`src/hdl/bmhq_ram.sv`:
```
// Generic dual-port RAM: one write port and two registered read ports.
// No dependencies.
`default_nettype none
module bmhq_ram #(
  parameter int unsigned Width = 8,
  parameter int unsigned Depth = 16
) (
  input  wire logic                     clk_i,
  input  wire logic                     we_i,
  input  wire logic [$clog2(Depth)-1:0] waddr_i,
  input  wire logic [Width-1:0]         wdata_i,
  input  wire logic [$clog2(Depth)-1:0] raddr_a_i,
  input  wire logic [$clog2(Depth)-1:0] raddr_b_i,
  output logic      [Width-1:0]         rdata_a_o,
  output logic      [Width-1:0]         rdata_b_o
);
  logic [Width-1:0] mem_q [Depth];

  always_ff @(posedge clk_i) begin
    if (we_i) begin
      mem_q[waddr_i] <= wdata_i;
    end
    rdata_a_o <= mem_q[raddr_a_i];
    rdata_b_o <= mem_q[raddr_b_i];
  end
endmodule
`default_nettype wire

```
`config.mk`:
```
export PLATFORM = sky130hd
export DESIGN_NAME = bmhq_ram
export DESIGN_NICKNAME = d
export VERILOG_FILES = /design/src/hdl/bmhq_ram.sv
export SDC_FILE = /design/constraint.sdc
export NUM_CORES = 1
export LEC_CHECK = 0
export BUFFER_PORTS_ARGS = -buffer_cell sky130_fd_sc_hd__buf_2
export CORE_UTILIZATION = 35
export DETAILED_ROUTE_END_ITERATION = 8
export GPL_TIMING_DRIVEN = 0
export PLACE_DENSITY_LB_ADDON = 0.08
export SYNTH_ARGS = -nofsm -noshare
export SYNTH_HDL_FRONTEND = slang
export SYNTH_SLANG_ARGS = --single-unit
```
`constraint.sdc`:
```
create_clock -name clk_i -period 2.7 [get_ports clk_i]
set_input_delay 0 -clock clk_i [delete_from_list [all_inputs] [get_ports clk_i]]
set_output_delay 0 -clock clk_i [all_outputs]
set_load 0.02 [all_outputs]
```
## Word-level counts from Yosys, hierarchy flattened

Memories as Yosys holds them, arrays and structs flattened. A register that Yosys moved wholly into a read port is not among the register bits.
Cells that the tools add are included.

- Register bits after elaboration: 0
- Memory bits (writable): 128
- Input bits: 22
- Output and inout bits: 16
- Word-level logic and storage cells: 3
- Memories: 1

Memory list:

| name | words | bits a word | rd ports | clocked after Yosys merged registers in | wr ports | line | source |
|---|---|---|---|---|---|---|---|
| mem_q | 16 | 8 | 2 | 2 | 1 | 17 | `logic [Width-1:0] mem_q [Depth];` |

- Mux-type cells: 2

Operator list:

| kind | number |
|---|---|
| $mux 1 | 2 |

## Longest topological paths before layout

- Depth after elaboration: 2
- Gate-level depth with buffers: 5

## Least setup slack after synthesis

No wires, ideal clock.

- Kind: input to register
- Start point: input waddr_i[2]
- End point: memory mem_q[0][0] (enable)
- Setup time: 383 ps
- Data arrival time: 1110 ps
- Required time: 2317 ps
- Setup slack: 1207 ps
- Stages: 2
- Path buffers: 0
- Path through: or3b_2 nor3_1

RTL lines:

| item | line | source |
|---|---|---|
| from (decl) | 10 | `input wire logic [$clog2(Depth)-1:0] waddr_i,` |
| to (decl) | 17 |  |

Straight into the memory's write port.

==> results.sh <==
export IMPL_result_of_the_run="complete, no violations"
export IMPL_grt_pass1_wl_microns=23250
export IMPL_synth_top_cells_by_count="edfxtp_1, mux4_2, a22oi_1"
export IMPL_ant_nets=0
export IMPL_post_drt_via_cell_ratio=5.635
export IMPL_final_instance_count_excl_fill=609
export IMPL_wl_per_cell_microns=26.50
export IMPL_initial_utilization=0.3631
export IMPL_required_time_at_the_worst_slack_endpoint_ns=2.99
export IMPL_gr_overflow_total=0
export IMPL_cts_clk_slew_worst_paths_ns=0.06
export IMPL_area_of_the_die_sq_um=18670
export IMPL_clock_tree_root_buffer_cell="clkbuf_16"
export IMPL_clock_fmax_ghz=0.6242
export IMPL_timing_rr_start="mem_q[3][7]$_DFFE_PP_"
export IMPL_cts_setup_buffers=0
export IMPL_vdd_ir_drop_worst_v=0.0004450
export IMPL_fp_dieW_microns=136.7
export IMPL_r2r_end="rdata_b_o[7]$_DFF_P_"
export IMPL_setup_worst_path_start="mem_q[3][7]$_DFFE_PP_"
export IMPL_power_mw=5.202
export IMPL_finalWorstPathRequiredPeriod_ns=1.602
export IMPL_totalNegativeSetupSlack_ns=0
export IMPL_comb_power_share=0.084
export IMPL_post_route_period_util=0.5933
export IMPL_detail_route_iter0_violations=244
export IMPL_worst_path_max_fanout=2
export IMPL_end_kind="flip-flop"
export IMPL_final_core_utilization=0.4287
export IMPL_boundary_pins=38
export IMPL_worst_path_class_setup="reg -> reg"
export IMPL_maxCapViolCount=0
export IMPL_worst_skew_ns=0.006638
export IMPL_number_of_antenna_violations_at_the_first_check_in_global_routing=0
export IMPL_cts_num_sinks=144
export IMPL_globalplace_congestion=0.6922
export IMPL_clock_tree_buffer_depth=2
export IMPL_core_sq_um=17480
export IMPL_preCtsSetupSlack_ns=0.7831
export IMPL_timing_critical_path_from_type="flip-flop"
export IMPL_rsz0062_at_grt="no"
export IMPL_cts_resized=0
export IMPL_post_synth_top_count_cell="edfxtp_1"
export IMPL_seqPwrFrac=0.483
export IMPL_final_layout_size_suffix_gt1_frac=0.3333
export IMPL_synth_yosys_warnings=0
export IMPL_drt_pre_antenna_iters=5
export IMPL_synth_top_flop_cell="edfxtp_1"
export IMPL_timing_final_setup_violations=0
export IMPL_num_nets_final=393
export IMPL_power_switching_mw=1.171
export IMPL_vias_in_the_first_global_route=3563
export IMPL_post_synth_inst_count=307
export IMPL_r2r_setup_slack_ns=1.10
export IMPL_syn_nets=329
export IMPL_post_place_cells=569
export IMPL_clkLatencyLatePin_ns=0.42
export IMPL_dr_total_vias=3432
export IMPL_report_final_slew_viol_count=0
export IMPL_maxSlewHeadroom=0.2571
export IMPL_post_synth_top_area_fraction=0.6057
export IMPL_path_category_of_the_worst_min_delay_check="in -> reg"
export IMPL_yosys_cell_types_count=20
export IMPL_rows=48
export IMPL_synth_seq_cells=144
export IMPL_p_clk_frac=0.433
export IMPL_leakagePower_nw=2.576
export IMPL_timing_critical_path_arrival_ns=1.90
export IMPL_finalWorstSetupSlack_ns=1.098
export IMPL_totalWireLength_microns=16140
export IMPL_area_delta_synth_final_pct=18.06
export IMPL_htree_levels=4
export IMPL_synth_edff_count=128
export IMPL_holdBufCountCts=8
export IMPL_total_of_fill_cells_in_the_finished_design=1521
export IMPL_height_of_the_die_microns=136.7
export IMPL_ys_async_sr_fraction=0
export IMPL_pin_count_of_the_biggest_net_entering_global_routing=17
export IMPL_p_int_mw=4.031
export IMPL_yosysSeqAreaShare=0.6562
export IMPL_place_port_buffers=35
export IMPL_rr_worst_depth=3
export IMPL_power_switching_share=0.2251
export IMPL_antennaDiodeCount=0
export IMPL_cts_buffers_inserted=17
export IMPL_report_final_hold_viol_count=0
export IMPL_place_detailed_hpwl_microns=10450
export IMPL_power_density_cell_area_nw_per_um2=694.4
export IMPL_tritoncts="yes"
export IMPL_drcViolationCount=0
export IMPL_most_area_consuming_cells_after_synthesis="edfxtp_1, mux4_2, mux4_1, dfxtp_1, a22oi_1"
export IMPL_syn_cell_area_sq_um=6346
export IMPL_yosys_area_top_type="edfxtp_1"
export IMPL_syn_area_per_cell_sq_um=20.67
export IMPL_crit_path_end="rdata_b_o[7]$_DFF_P_"
export IMPL_grt_use_total=0.1893
export IMPL_tightestPinTransition_ns=1.110
## power groups by stage
stage / combinational, mW / clock, mW / sequential, mW
2_1_floorplan: 0.225 / 0 / 2.59
3_3_place_gp: 0.433 / 0 / 2.56
3_5_place_dp: 0.435 / 0 / 2.56
4_1_cts: 0.446 / 2.29 / 2.51
5_1_grt: 0.468 / 2.37 / 2.52
6_report: 0.437 / 2.25 / 2.51
## placed cells by master, fill, tap and decap left out, types with 14 or more instances in the layout
cell type  instances
buf_2             41
a22oi_1           32
mux4_2            34
mux4_1            28
clkbuf_16         17
nand2_1           17
dfxtp_1           16
nor2_1            14
edfxtp_1         128
## state kept, by name, indices dropped and copies added, names as in the netlist
name / count
mem_q: 128
rdata_a_o: 8
rdata_b_o: 8
## critical path, stage by stage, from the launching register on
cell	delay, ns
edfxtp_1	0.39
mux4_4	0.61
a22oi_1	0.36
nand2_1	0.11
## metrics by stage
stage                     instance area, sq um  hold WS [ns]
final                                     7492       0.04320
after global routing                      7492       0.03690
after CTS                                 7492       0.02420
after detailed placement                  6845        0.3954
after global placement                    6803        0.3921
after floorplan                           6346       0.09887
## routing by layer
layer  share of wire  GRT usage
met1            0.46     0.2508
met2            0.49     0.3074
met3           0.042    0.04556
met4           0.011    0.05864
met5               0          0
## cell families (layout without fill, tap and decap cells)
family / after synthesis / count (layout) / share of synthesized area
flops: 144 / 144 / 0.6562
mux: 64 / 64 / 0.2445
simple gates: 47 / 47 / 0.03430
compound gates: 32 / 32 / 0.03785
buf+inv: 20 / 97 / 0.02721
## worst min-delay path by stage
stage	startpoint	endpoint	slack, ns	depth (start not counted)
final	waddr_i[0]	mem_q[0][5]$_DFFE_PP_	0.04	2
after global routing	waddr_i[0]	mem_q[0][5]$_DFFE_PP_	0.04	2
after CTS	waddr_i[1]	mem_q[0][5]$_DFFE_PP_	0.02	2
after detailed placement	wdata_i[6]	mem_q[2][6]$_DFFE_PP_	0.40	1
after global placement	wdata_i[6]	mem_q[1][6]$_DFFE_PP_	0.39	1
after floorplan	wdata_i[0]	mem_q[0][0]$_DFFE_PP_	0.1	0
## final cells by class
class,count,area [sq um],share of cell area
well taps,225,281.5,0.03758
repair buffers,45,277.8,0.03707
clock buffers,17,425.4,0.05678
clock inverters,15,141.4,0.01887
multi-input cells,143,2029,0.2709
flip-flops and latches,144,4164,0.5558
plain buffers,20,172.7,0.02305
No activity file was read; power rests on OpenSTA's default activity.
